### config.mk
export PLATFORM = sky130hd
export DESIGN_NAME = binaural_itd_ild_renderer
export DESIGN_NICKNAME = d
export VERILOG_FILES = /design/src/rtl/core/bir_pkg.sv /design/src/rtl/core/bir_ram.sv /design/src/rtl/core/bir_queue.sv /design/src/rtl/core/bir_front.sv /design/src/rtl/core/bir_back.sv /design/src/rtl/core/binaural_itd_ild_renderer.sv
export SDC_FILE = /design/constraint.sdc
export NUM_CORES = 2
export LEC_CHECK = 0
export ABC_CLOCK_PERIOD_IN_PS = 14000
export BUFFER_PORTS_ARGS = -buffer_cell sky130_fd_sc_hd__buf_4
export CORE_ASPECT_RATIO = 0.5
export CORE_UTILIZATION = 45
export DETAILED_ROUTE_END_ITERATION = 8
export PLACE_DENSITY = 0.68
export RECOVER_POWER = 25
export SLEW_MARGIN = 20
export SYNTH_ARGS = -nofsm -noshare
export SYNTH_HDL_FRONTEND = slang
export SYNTH_SLANG_ARGS = --single-unit
### constraint.sdc
create_clock -name i_clk -period 14 [get_ports i_clk]
set_clock_uncertainty 0.1 [all_clocks]
set_input_delay 2.1 -clock i_clk [delete_from_list [all_inputs] [get_ports i_clk]]
set_output_delay 2.1 -clock i_clk [all_outputs]
set_load 0.01 [all_outputs]
### src/rtl/core/bir_pkg.sv
// shared types and constants for the binaural itd/ild renderer
package bir_pkg;

    localparam int DELAY_DEPTH_DEF = 128;
    localparam int SAMPLE_BITS_DEF = 16;

    // depth of the request queue between front and back
    localparam int Q_DEPTH = 2;

    localparam int CFG_IDX_W  = 3;
    localparam int CFG_DATA_W = 17;

    localparam logic [CFG_IDX_W-1:0] CFG_ITD_DELAY    = 3'd0;
    localparam logic [CFG_IDX_W-1:0] CFG_LP_ALPHA     = 3'd1;
    localparam logic [CFG_IDX_W-1:0] CFG_FAR_EAR_LEFT = 3'd2;
    localparam logic [CFG_IDX_W-1:0] CFG_TARGET_LEFT  = 3'd3;
    localparam logic [CFG_IDX_W-1:0] CFG_TARGET_RIGHT = 3'd4;
    localparam logic [CFG_IDX_W-1:0] CFG_RAMP_RECIP   = 3'd5;

    localparam logic [6:0]  ITD_DELAY_RST  = 7'd0;
    localparam logic [15:0] LP_ALPHA_RST   = 16'd32768;
    localparam logic        FAR_LEFT_RST   = 1'b0;
    localparam logic [15:0] TARGET_RST     = 16'd4096;
    localparam logic [16:0] RAMP_RECIP_RST = 17'd256;

    localparam logic [15:0] ALPHA_ONE = 16'd32768;
    localparam logic [16:0] RECIP_ONE = 17'd65536;

    typedef struct packed {
        logic [6:0]  itd_delay;
        logic [15:0] lp_alpha;
        logic        far_ear_left;
        logic [15:0] target_left_gain;
        logic [15:0] target_right_gain;
        logic [16:0] ramp_recip;
    } t_cfg;

    typedef enum logic [2:0] {
        S_IDLE,
        S_STEP_L,
        S_STEP_R,
        S_STEP_W,
        S_FILT,
        S_ACC,
        S_FAR,
        S_OUT
    } t_back_state;

endpackage

### src/rtl/core/bir_ram.sv
// generic single-write, single-read ram with registered read data
module bir_ram #(
    parameter int WIDTH = 16,
    parameter int DEPTH = 128
) (
    input  logic                     i_clk,
    input  logic                     i_we,
    input  logic [$clog2(DEPTH)-1:0] i_waddr,
    input  logic [WIDTH-1:0]         i_wdata,
    input  logic                     i_re,
    input  logic [$clog2(DEPTH)-1:0] i_raddr,
    output logic [WIDTH-1:0]         o_rdata
);

    logic [WIDTH-1:0] r_mem [DEPTH];
    logic [WIDTH-1:0] r_rdata;

    always_ff @(posedge i_clk) begin
        if (i_we) begin
            r_mem[i_waddr] <= i_wdata;
        end
        if (i_re) begin
            r_rdata <= r_mem[i_raddr];
        end
    end

    assign o_rdata = r_rdata;

endmodule

### src/rtl/core/bir_queue.sv
// short fifo that decouples the front from the back
module bir_queue #(
    parameter int WIDTH = 34,
    parameter int DEPTH = 2
) (
    input  logic             i_clk,
    input  logic             i_rst_n,
    input  logic             i_in_valid,
    output logic             o_in_ready,
    input  logic [WIDTH-1:0] i_in_data,
    output logic             o_out_valid,
    input  logic             i_out_ready,
    output logic [WIDTH-1:0] o_out_data
);

    localparam int PW = (DEPTH > 1) ? $clog2(DEPTH) : 1;
    localparam int CW = $clog2(DEPTH + 1);

    logic [WIDTH-1:0] r_buf [DEPTH];
    logic [PW-1:0]    r_wr_ptr;
    logic [PW-1:0]    r_rd_ptr;
    logic [CW-1:0]    r_count;
    logic             push;
    logic             pop;

    assign o_in_ready  = (r_count != CW'(DEPTH));
    assign o_out_valid = (r_count != '0);
    assign o_out_data  = r_buf[r_rd_ptr];
    assign push        = i_in_valid && o_in_ready;
    assign pop         = o_out_valid && i_out_ready;

    always_ff @(posedge i_clk) begin
        if (!i_rst_n) begin
            r_wr_ptr <= '0;
            r_rd_ptr <= '0;
            r_count  <= '0;
        end else begin
            if (push) begin
                r_wr_ptr <= (r_wr_ptr == PW'(DEPTH - 1)) ? '0 : r_wr_ptr + 1'b1;
            end
            if (pop) begin
                r_rd_ptr <= (r_rd_ptr == PW'(DEPTH - 1)) ? '0 : r_rd_ptr + 1'b1;
            end
            if (push && !pop) begin
                r_count <= r_count + 1'b1;
            end else if (pop && !push) begin
                r_count <= r_count - 1'b1;
            end
        end
    end

    always_ff @(posedge i_clk) begin
        if (push) begin
            r_buf[r_wr_ptr] <= i_in_data;
        end
    end

endmodule

### src/rtl/core/bir_front.sv
// front end: writes samples to the delay store, fetches the far-ear tap, tags block starts
module bir_front import bir_pkg::*; #(
    parameter int DELAY_DEPTH = DELAY_DEPTH_DEF,
    parameter int SAMPLE_BITS = SAMPLE_BITS_DEF
) (
    input  logic                       i_clk,
    input  logic                       i_rst_n,
    input  logic                       i_valid,
    output logic                       o_ready,
    input  logic [SAMPLE_BITS-1:0]     i_sample,
    input  logic                       i_last,
    input  logic [6:0]                 i_itd_delay,
    output logic                       o_push_valid,
    input  logic                       i_push_ready,
    output logic [2*SAMPLE_BITS+1:0]   o_push_data
);

    localparam int AW = $clog2(DELAY_DEPTH);
    localparam int SW = AW + 1;
    localparam int DW = (AW + 1 > 8) ? AW + 1 : 8;

    logic [AW-1:0]          r_wp;
    logic                   r_wrapped;
    logic                   r_blk_start;
    logic                   r_stg_valid;
    logic [SAMPLE_BITS-1:0] r_stg_x;
    logic                   r_stg_last;
    logic                   r_stg_start;
    logic                   r_stg_byp;
    logic                   r_stg_ok;

    logic [DW-1:0]          dly_mod;
    logic [AW-1:0]          dly;
    logic [SW-1:0]          rd_sum;
    logic [AW-1:0]          rd_addr;
    logic                   wp_last;
    logic                   accept;
    logic [SAMPLE_BITS-1:0] rd_data;
    logic [SAMPLE_BITS-1:0] far_val;

    assign o_ready = !r_stg_valid || i_push_ready;
    assign accept  = i_valid && o_ready;
    assign wp_last = (r_wp == AW'(DELAY_DEPTH - 1));

    // delay wraps modulo the store depth (for depths of 26 or more), then tap = wp - delay
    always_comb begin
        dly_mod = DW'(i_itd_delay);
        for (int k = 0; k < 4; k++) begin
            if (dly_mod >= DW'(DELAY_DEPTH)) begin
                dly_mod = dly_mod - DW'(DELAY_DEPTH);
            end
        end
        dly    = dly_mod[AW-1:0];
        rd_sum = {1'b0, r_wp} + SW'(DELAY_DEPTH) - {1'b0, dly};
        if (rd_sum >= SW'(DELAY_DEPTH)) begin
            rd_sum = rd_sum - SW'(DELAY_DEPTH);
        end
        rd_addr = rd_sum[AW-1:0];
    end

    bir_ram #(
        .WIDTH (SAMPLE_BITS),
        .DEPTH (DELAY_DEPTH)
    ) u_delay_ram (
        .i_clk   (i_clk),
        .i_we    (accept),
        .i_waddr (r_wp),
        .i_wdata (i_sample),
        .i_re    (accept),
        .i_raddr (rd_addr),
        .o_rdata (rd_data)
    );

    always_ff @(posedge i_clk) begin
        if (!i_rst_n) begin
            r_wp        <= '0;
            r_wrapped   <= 1'b0;
            r_blk_start <= 1'b1;
            r_stg_valid <= 1'b0;
        end else begin
            if (accept) begin
                r_wp        <= wp_last ? '0 : r_wp + 1'b1;
                r_blk_start <= i_last;
                r_stg_valid <= 1'b1;
                if (wp_last) begin
                    r_wrapped <= 1'b1;
                end
            end else if (i_push_ready) begin
                r_stg_valid <= 1'b0;
            end
        end
    end

    // entries not yet written since reset read as zero
    always_ff @(posedge i_clk) begin
        if (accept) begin
            r_stg_x     <= i_sample;
            r_stg_last  <= i_last;
            r_stg_start <= r_blk_start;
            r_stg_byp   <= (dly == '0);
            r_stg_ok    <= r_wrapped || (rd_addr <= r_wp);
        end
    end

    assign far_val      = r_stg_byp ? r_stg_x : (r_stg_ok ? rd_data : '0);
    assign o_push_valid = r_stg_valid;
    assign o_push_data  = {r_stg_start, r_stg_last, far_val, r_stg_x};

endmodule

### src/rtl/core/bir_back.sv
// back end: gain ramps, head-shadow low-pass and output scaling on one shared multiplier
module bir_back import bir_pkg::*; #(
    parameter int SAMPLE_BITS = SAMPLE_BITS_DEF
) (
    input  logic                           i_clk,
    input  logic                           i_rst_n,
    input  t_cfg                           i_cfg,
    input  logic                           i_pop_valid,
    output logic                           o_pop_ready,
    input  logic [2*SAMPLE_BITS+1:0]       i_pop_data,
    output logic                           o_out_valid,
    input  logic                           i_out_ready,
    output logic signed [SAMPLE_BITS-1:0]  o_left,
    output logic signed [SAMPLE_BITS-1:0]  o_right
);

    localparam int SB     = SAMPLE_BITS;
    localparam int AB     = SAMPLE_BITS + 8;
    localparam int MA     = (AB + 1 > 34) ? AB + 1 : 34;
    localparam int MB     = 18;
    localparam int PW     = MA + MB;
    localparam int GAIN_W = 32;
    localparam int STEP_W = 33;

    localparam logic signed [PW-1:0] RND_TZ   = PW'(65535);
    localparam logic signed [PW-1:0] RND_FILT = PW'(16384);
    localparam logic signed [PW-1:0] RND_NEAR = PW'(2048);
    localparam logic signed [PW-1:0] RND_FAR  = PW'(524288);

    localparam logic [SB-1:0] OUT_MAX = {1'b0, {(SB - 1){1'b1}}};
    localparam logic [SB-1:0] OUT_MIN = {1'b1, {(SB - 1){1'b0}}};
    localparam logic [AB-1:0] ACC_MAX = {1'b0, {(AB - 1){1'b1}}};
    localparam logic [AB-1:0] ACC_MIN = {1'b1, {(AB - 1){1'b0}}};

    t_back_state              r_state;
    t_back_state              n_state;
    logic                     r_primed;
    logic signed [AB-1:0]     r_acc;
    logic [GAIN_W-1:0]        r_gain_l;
    logic [GAIN_W-1:0]        r_gain_r;
    logic signed [STEP_W-1:0] r_step_l;
    logic signed [STEP_W-1:0] r_step_r;
    logic signed [SB-1:0]     r_x;
    logic [SB-1:0]            r_farv;
    logic                     r_last;
    logic signed [PW-1:0]     r_prod;
    logic [SB-1:0]            r_near;
    logic                     r_out_valid;
    logic [SB-1:0]            r_out_left;
    logic [SB-1:0]            r_out_right;

    logic [SB-1:0]            head_x;
    logic [SB-1:0]            head_farv;
    logic                     head_last;
    logic                     head_start;
    logic                     pop;
    logic                     out_load;
    logic [15:0]              alpha_c;
    logic [16:0]              recip_c;
    logic [SB-1:0]            fv_src;
    logic signed [AB:0]       fdiff;
    logic signed [33:0]       diff_l;
    logic signed [33:0]       diff_r;
    logic [15:0]              g12_near;
    logic [15:0]              g12_far;
    logic [GAIN_W-1:0]        adv_l;
    logic [GAIN_W-1:0]        adv_r;
    logic signed [MA-1:0]     mul_a;
    logic signed [MB-1:0]     mul_b;
    logic signed [PW-1:0]     prod;
    logic signed [PW-1:0]     step_sh;
    logic signed [PW-1:0]     inc_sh;
    logic [AB+1:0]            acc_sum;
    logic signed [AB-1:0]     acc_new;
    logic signed [PW-1:0]     near_sh;
    logic signed [PW-1:0]     far_sh;
    logic [SB-1:0]            near_sat;
    logic [SB-1:0]            far_sat;

    function automatic logic [GAIN_W-1:0] gain_adv(input logic [GAIN_W-1:0] g,
                                                   input logic signed [STEP_W-1:0] s);
        logic signed [GAIN_W+1:0] sum;
        sum = $signed({2'b00, g}) + (GAIN_W + 2)'(s);
        if (sum[GAIN_W+1]) begin
            return '0;
        end else if (sum[GAIN_W]) begin
            return '1;
        end
        return sum[GAIN_W-1:0];
    endfunction

    assign head_x      = i_pop_data[SB-1:0];
    assign head_farv   = i_pop_data[2*SB-1:SB];
    assign head_last   = i_pop_data[2*SB];
    assign head_start  = i_pop_data[2*SB+1];
    assign o_pop_ready = (r_state == S_IDLE);
    assign pop         = i_pop_valid && o_pop_ready;
    assign out_load    = (r_state == S_OUT) && (!r_out_valid || i_out_ready);

    assign alpha_c = (i_cfg.lp_alpha > ALPHA_ONE) ? ALPHA_ONE : i_cfg.lp_alpha;
    assign recip_c = (i_cfg.ramp_recip > RECIP_ONE) ? RECIP_ONE : i_cfg.ramp_recip;

    assign fv_src = (r_state == S_IDLE) ? head_farv : r_farv;
    assign fdiff  = $signed({fv_src[SB-1], fv_src, 8'h00}) - $signed({r_acc[AB-1], r_acc});
    assign diff_l = $signed({2'b00, i_cfg.target_left_gain, 16'h0000})
                  - $signed({2'b00, r_gain_l});
    assign diff_r = $signed({2'b00, i_cfg.target_right_gain, 16'h0000})
                  - $signed({2'b00, r_gain_r});

    assign g12_near = i_cfg.far_ear_left ? r_gain_r[GAIN_W-1:16] : r_gain_l[GAIN_W-1:16];
    assign g12_far  = i_cfg.far_ear_left ? r_gain_l[GAIN_W-1:16] : r_gain_r[GAIN_W-1:16];
    assign adv_l    = gain_adv(r_gain_l, r_step_l);
    assign adv_r    = gain_adv(r_gain_r, r_step_r);

    // one multiplier, operands picked by the sequencer
    always_comb begin
        mul_a = '0;
        mul_b = '0;
        case (r_state)
            S_IDLE, S_FILT: begin
                mul_a = MA'(fdiff);
                mul_b = $signed({2'b00, alpha_c});
            end
            S_STEP_L: begin
                mul_a = MA'(diff_l);
                mul_b = $signed({1'b0, recip_c});
            end
            S_STEP_R: begin
                mul_a = MA'(diff_r);
                mul_b = $signed({1'b0, recip_c});
            end
            S_ACC: begin
                mul_a = MA'(r_x);
                mul_b = $signed({2'b00, g12_near});
            end
            S_FAR: begin
                mul_a = MA'(r_acc);
                mul_b = $signed({2'b00, g12_far});
            end
            default: begin
                mul_a = '0;
                mul_b = '0;
            end
        endcase
    end

    assign prod = mul_a * mul_b;

    // step is truncated toward zero
    always_comb begin
        step_sh = r_prod;
        if (r_prod[PW-1]) begin
            step_sh = r_prod + RND_TZ;
        end
        step_sh = step_sh >>> 16;
    end

    always_comb begin
        inc_sh  = (r_prod + RND_FILT) >>> 15;
        acc_sum = (AB + 2)'(r_acc) + inc_sh[AB+1:0];
        if (&acc_sum[AB+1:AB-1] || ~|acc_sum[AB+1:AB-1]) begin
            acc_new = acc_sum[AB-1:0];
        end else begin
            acc_new = acc_sum[AB+1] ? ACC_MIN : ACC_MAX;
        end
    end

    always_comb begin
        near_sh = (r_prod + RND_NEAR) >>> 12;
        far_sh  = (r_prod + RND_FAR) >>> 20;
        if (&near_sh[PW-1:SB-1] || ~|near_sh[PW-1:SB-1]) begin
            near_sat = near_sh[SB-1:0];
        end else begin
            near_sat = near_sh[PW-1] ? OUT_MIN : OUT_MAX;
        end
        if (&far_sh[PW-1:SB-1] || ~|far_sh[PW-1:SB-1]) begin
            far_sat = far_sh[SB-1:0];
        end else begin
            far_sat = far_sh[PW-1] ? OUT_MIN : OUT_MAX;
        end
    end

    always_comb begin
        n_state = r_state;
        case (r_state)
            S_IDLE: begin
                if (i_pop_valid) begin
                    n_state = head_start ? S_STEP_L : S_ACC;
                end
            end
            S_STEP_L: n_state = S_STEP_R;
            S_STEP_R: n_state = S_STEP_W;
            S_STEP_W: n_state = S_FILT;
            S_FILT:   n_state = S_ACC;
            S_ACC:    n_state = S_FAR;
            S_FAR:    n_state = S_OUT;
            S_OUT: begin
                if (out_load) begin
                    n_state = S_IDLE;
                end
            end
            default:  n_state = S_IDLE;
        endcase
    end

    always_ff @(posedge i_clk) begin
        if (!i_rst_n) begin
            r_state <= S_IDLE;
        end else begin
            r_state <= n_state;
        end
    end

    always_ff @(posedge i_clk) begin
        if (!i_rst_n) begin
            r_primed    <= 1'b0;
            r_acc       <= '0;
            r_out_valid <= 1'b0;
        end else begin
            if (pop && head_start) begin
                r_primed <= 1'b1;
            end
            if (r_state == S_ACC) begin
                r_acc <= acc_new;
            end
            if (out_load) begin
                r_out_valid <= 1'b1;
            end else if (i_out_ready) begin
                r_out_valid <= 1'b0;
            end
        end
    end

    always_ff @(posedge i_clk) begin
        if (r_state != S_OUT) begin
            r_prod <= prod;
        end
        if (pop) begin
            r_x    <= head_x;
            r_farv <= head_farv;
            r_last <= head_last;
        end
        case (r_state)
            S_IDLE: begin
                if (pop) begin
                    if (head_start) begin
                        if (!r_primed) begin
                            r_gain_l <= {i_cfg.target_left_gain, 16'h0000};
                            r_gain_r <= {i_cfg.target_right_gain, 16'h0000};
                        end
                    end else begin
                        r_gain_l <= adv_l;
                        r_gain_r <= adv_r;
                    end
                end
            end
            S_STEP_R: r_step_l <= step_sh[STEP_W-1:0];
            S_STEP_W: r_step_r <= step_sh[STEP_W-1:0];
            S_FILT: begin
                r_gain_l <= adv_l;
                r_gain_r <= adv_r;
            end
            S_FAR: r_near <= near_sat;
            S_OUT: begin
                // gains snap to target after the last sample of a block
                if (out_load && r_last) begin
                    r_gain_l <= {i_cfg.target_left_gain, 16'h0000};
                    r_gain_r <= {i_cfg.target_right_gain, 16'h0000};
                end
            end
            default: ;
        endcase
        if (out_load) begin
            r_out_left  <= i_cfg.far_ear_left ? far_sat : r_near;
            r_out_right <= i_cfg.far_ear_left ? r_near : far_sat;
        end
    end

    assign o_out_valid = r_out_valid;
    assign o_left      = r_out_left;
    assign o_right     = r_out_right;

endmodule

### src/rtl/core/binaural_itd_ild_renderer.sv
// top level of the binaural itd/ild renderer
// Takes one mono sample per request and returns one stereo pair per request, in order. The
// near ear gets the current sample, the far ear the sample delayed by itd_delay and low-passed,
// and both are scaled by gains ramping over the block toward the targets. A front end writes
// the delay store and fetches the far tap; a two-entry queue feeds the back end, which runs
// everything on one shared 34x18 multiplier (wider for sample widths above 25): the first
// sample of a block also passes the gain step states there, since the two gain steps are
// computed on the same multiplier. The delay store needs no clearing pass after reset:
// unwritten entries are tracked by the write pointer and read as zero. Configuration writes
// belong to idle periods only.
module binaural_itd_ild_renderer import bir_pkg::*; #(
    parameter int DELAY_DEPTH = DELAY_DEPTH_DEF,
    parameter int SAMPLE_BITS = SAMPLE_BITS_DEF,
    localparam int IN_W       = ((SAMPLE_BITS + 7) / 8) * 8,
    localparam int OUT_W      = ((2 * SAMPLE_BITS + 7) / 8) * 8
) (
    input  logic                  i_clk,
    input  logic                  i_rst_n,
    input  logic                  s_axis_tvalid,
    output logic                  s_axis_tready,
    input  logic [IN_W-1:0]       s_axis_tdata,   // mono_sample
    input  logic                  s_axis_tlast,
    output logic                  m_axis_tvalid,
    input  logic                  m_axis_tready,
    output logic [OUT_W-1:0]      m_axis_tdata,   // left_sample, right_sample
    input  logic                  i_cfg_we,
    input  logic [CFG_IDX_W-1:0]  i_cfg_idx,
    input  logic [CFG_DATA_W-1:0] i_cfg_data
);

    localparam int QW = 2 * SAMPLE_BITS + 2;

    t_cfg                   r_cfg;
    logic                   push_valid;
    logic                   push_ready;
    logic [QW-1:0]          push_data;
    logic                   pop_valid;
    logic                   pop_ready;
    logic [QW-1:0]          pop_data;
    logic [SAMPLE_BITS-1:0] left_sample;
    logic [SAMPLE_BITS-1:0] right_sample;

    always_ff @(posedge i_clk) begin
        if (!i_rst_n) begin
            r_cfg.itd_delay         <= ITD_DELAY_RST;
            r_cfg.lp_alpha          <= LP_ALPHA_RST;
            r_cfg.far_ear_left      <= FAR_LEFT_RST;
            r_cfg.target_left_gain  <= TARGET_RST;
            r_cfg.target_right_gain <= TARGET_RST;
            r_cfg.ramp_recip        <= RAMP_RECIP_RST;
        end else if (i_cfg_we) begin
            case (i_cfg_idx)
                CFG_ITD_DELAY:    r_cfg.itd_delay         <= i_cfg_data[6:0];
                CFG_LP_ALPHA:     r_cfg.lp_alpha          <= i_cfg_data[15:0];
                CFG_FAR_EAR_LEFT: r_cfg.far_ear_left      <= i_cfg_data[0];
                CFG_TARGET_LEFT:  r_cfg.target_left_gain  <= i_cfg_data[15:0];
                CFG_TARGET_RIGHT: r_cfg.target_right_gain <= i_cfg_data[15:0];
                CFG_RAMP_RECIP:   r_cfg.ramp_recip        <= i_cfg_data[16:0];
                default: ;
            endcase
        end
    end

    bir_front #(
        .DELAY_DEPTH (DELAY_DEPTH),
        .SAMPLE_BITS (SAMPLE_BITS)
    ) u_front (
        .i_clk        (i_clk),
        .i_rst_n      (i_rst_n),
        .i_valid      (s_axis_tvalid),
        .o_ready      (s_axis_tready),
        .i_sample     (s_axis_tdata[SAMPLE_BITS-1:0]),
        .i_last       (s_axis_tlast),
        .i_itd_delay  (r_cfg.itd_delay),
        .o_push_valid (push_valid),
        .i_push_ready (push_ready),
        .o_push_data  (push_data)
    );

    bir_queue #(
        .WIDTH (QW),
        .DEPTH (Q_DEPTH)
    ) u_queue (
        .i_clk       (i_clk),
        .i_rst_n     (i_rst_n),
        .i_in_valid  (push_valid),
        .o_in_ready  (push_ready),
        .i_in_data   (push_data),
        .o_out_valid (pop_valid),
        .i_out_ready (pop_ready),
        .o_out_data  (pop_data)
    );

    bir_back #(
        .SAMPLE_BITS (SAMPLE_BITS)
    ) u_back (
        .i_clk       (i_clk),
        .i_rst_n     (i_rst_n),
        .i_cfg       (r_cfg),
        .i_pop_valid (pop_valid),
        .o_pop_ready (pop_ready),
        .i_pop_data  (pop_data),
        .o_out_valid (m_axis_tvalid),
        .i_out_ready (m_axis_tready),
        .o_left      (left_sample),
        .o_right     (right_sample)
    );

    assign m_axis_tdata = OUT_W'({right_sample, left_sample});

endmodule

==> metrics.txt <==
Overflow after GRT=0; Post-Syn Area=about 130000 sq um; crit path launch type=register; Vias/cell=5.894; largest family of logic cells by synthesized area=multiplexers; hpwl dp=approximately 220 mm; commonest non-fill, non-tap cell in the layout=edfxtp_1; Netlist cell types=100; Chip Width=754.3 um; Tot GR Track Use=roughly 23%; Tightest Pin Transition=3.734 ns; Max Slew Vio Count=around 1100; Hold WC Path Type=register to register; Simple-Gate Fraction of Synth Area=between 6 and 7%; Final Net Count=roughly 9400; Post-CTS Resized=0; Synth Register Bits=between 2000 and 3000; RSZ-0062 raised after global routing=no; outcome=complete, but fails checks; Worst slew margin=-148.9%; Num CTS Buffers=between 200 and 250; sequential fraction of the synthesis area=around three fifths; Setup TNS Final=0 ns; largest net degree at the start of global routing=144; Max IR drop VDD=0.3756 mV; Worst Setup Path Type=register to register; Clock Power Share=roughly 19%; complex-gate fraction of the synthesized area=under 10%; Crit path required time=between 10 and 15 ns; commonest cells after routing, fill and taps aside=2415 x edfxtp_1, 756 x inv_1, 672 x mux4_2; Synth Area in XOR/XNOR=2.098%; placed inst area=around 130000 sq um; slowest stage delay, CP=between 1 and 1.5 ns; Initial Utilization=between 40% and 50%; Max Cap Viol=31; Top FF cell, synth=edfxtp_1; Total Routed Length=around 330 mm; failing checks=capacitance limit, slew limit; initial antenna violation count=18; Hold Vio Cnt, Final=0; first-pass GRT wire length=~490 mm; die area=285300 sq um; Worst path slowest cell=clkbuf_1; fin area=~140000 sq um; Comb pwr share=roughly 52%; crit path time final=approximately 12 ns; Crit. End Element=register; hold buffer count at CTS=0; CTS tree=yes; reg2reg path depth=34; most frequent CP cell=fa_1; Clock transition at path regs=0.06 ns; clock latency at the later pin of the worst-skew pair=between 0.9 and 1 ns; DR iter-0 viols=~8000; GPL Wtd Cong=~0.94; Clock Sinks=approximately 2500; root buffer cell=clkbuf_16; WP data arrival=~13 ns; DRC viols=0; leak pwr=48.96 nW; Mapped Avg Cell Area=between 15 and 20 sq um; Min-Delay Path Depth=0; routed len/inst=roughly 27 um; internal power=19.15 mW; ys async rst share=0%; # IOs=76; Sw Share=42.44%; number of nets with antenna violations after routing=0; IO buf count=between 70 and 80; final worst path period share=87.96%; Die Y=~380 um; core area=between 200000 and 300000 sq um; Adder-Cell Fraction of Synth Area=11.36%; vias in the first global route=72740; vias=about 73000; Fmax=slightly above 80 MHz; Mapped Nets=just over 9000; FP Rows=137; H-tree depth=4; crit-path max FO=34; Layout area overhead=9.936%; Post-Syn Instances=8378; maximum clock insertion buffer count=4; Net Switching=approximately 14 mW; pwr/cell area=237.6 nW/um^2; Post-synth EDFFs=roughly 2400; final setup fails=0; synthesis warning total=0; drt pass-1 iters=6; Sequential Power Share=roughly 30%; mux cell area share after synthesis=roughly an eighth; ratio of cells with drive above 1 in the final layout=between 15 and 20%; Post-CTS Setup Repair Bufs=0
==> cell families (layout without fill, tap and decap cells) <==
family / after synthesis / count (layout)
simple gates: 1804 / 1804
mux: 753 / 753
buf+inv: 1166 / 1476
compound gates: 988 / 988
other cells: 0 / 8
fa+ha+maj: 830 / 830
flops: 2532 / 2532
xor+xnor: 305 / 305
==> path summary, 6_finish.rpt <==
| check | startpoint | to | slack [ns] |
|---|---|---|---|
| setup reg to reg | register | u_back.r_prod[50]$_DFFE_PP_ | 1.69 |
| setup / recovery | register | u_back.r_prod[50]$_DFFE_PP_ | 1.69 |
| hold / removal | u_front.r_stg_last$_DFFE_PP_ | u_queue.r_buf[1][32]$_DFFE_PP_ | 0.30 |
| hold reg to reg | u_front.r_stg_last$_DFFE_PP_ | u_queue.r_buf[1][32]$_DFFE_PP_ | 0.30 |
==> sequential cells by signal (all words and copies together) (netlist names), 2 cells and up, named ones only <==
name                         count
u_front.u_delay_ram.r_mem     2048
r_cfg                           73
u_queue.r_buf                   68
u_back.r_prod                   52
u_back.r_step_l                 33
u_back.r_step_r                 33
u_back.r_gain_l                 32
u_back.r_gain_r                 32
u_back.r_acc                    24
u_back.o_left                   16
u_back.o_right                  16
u_back.r_farv                   16
u_back.r_near                   16
u_back.r_x                      16
u_front.r_stg_x                 16
u_front.u_delay_ram.o_rdata     16
u_front.r_wp                     7
u_back.r_state                   3
u_queue.r_count                  2
==> power groups by stage <==
stage          registers, mW  logic [mW]  clock network, mW
2_1_floorplan           9.55        12.2                  0
3_5_place_dp            9.97        17.2                  0
6_report                9.83        17.3               6.17
4_1_cts                 9.81        17.3               6.27
3_3_place_gp            9.97        17.0                  0
5_1_grt                 9.84        19.1               6.53
==> synth_stat cells, types with 31 or more instances <==
master / n / share of area, %
a221oi_1: 50 / 0.34
nand4_1: 47 / 0.23
a21o_1: 86 / 0.51
xor2_1: 114 / 0.78
nor2_1: 585 / 1.7
inv_1: 756 / 2.2
ha_1: 286 / 2.8
nor3_1: 58 / 0.23
mux2_2: 70 / 0.62
mux4_2: 672 / 12
a21oi_1: 271 / 1.1
a21boi_0: 80 / 0.47
fa_1: 544 / 8.6
xnor2_1: 191 / 1.3
dfxtp_1: 117 / 1.8
o21ai_0: 177 / 0.70
buf_1: 68 / 0.20
nand2b_1: 88 / 0.43
edfxtp_1: 2415 / 57
o21bai_1: 32 / 0.19
nor2b_1: 53 / 0.26
o21a_1: 35 / 0.21
a31oi_1: 35 / 0.17
and3_1: 31 / 0.15
nand3_1: 80 / 0.31
and2_1: 70 / 0.34
clkbuf_1: 299 / 0.88
nand2_1: 654 / 1.9
==> critical path, delay by kind of cell (launching register included) <==
kind            cells  cell delay (ns)
flops               1             0.31
xor+xnor            2             0.26
simple gates        2             0.64
buf+inv             5             1.67
mux                 2             0.76
compound gates     15             4.57
fa+ha+maj           8             3.70
==> through the flow <==
stage | cells | util [%] | power, mW | setup WS [ns] | hold slack (ns)
after global placement | 12040 | 47.49 | 26.96 | 2.679 | 0.3161
final | 12450 | 49.99 | 33.27 | 1.686 | 0.2990
after detailed placement | 12040 | 47.50 | 27.14 | 2.603 | 0.3297
after floorplan | 8378 | - | 21.71 | 3.686 | 0.3076
after global routing | 12440 | 49.98 | 35.49 | 1.049 | 0.3040
after CTS | 12440 | 50.06 | 33.34 | 2.540 | 0.2968
==> layout make-up <==
type	instances	area, sq um
fillers	23130	140100
flip-flops and latches	2532	74860
multi-input cells	4680	48170
clock buffers	284	6000
well taps	3753	4696
inverters	757	2841
repair buffers	318	2235
clock inverters	117	1177
diodes	8	20.02
==> metal layers <==
layer / global-route usage [%] / up-vias / wire [um]
met5: 0 / - / 54
met4: 6.692 / 2 / 10500
met3: 3.971 / 523 / 29800
met2: 36.59 / 3333 / 153100
met1: 33.42 / 38180 / 139800
li1: - / 31330 / -
(Power assumes the default switching activity.)
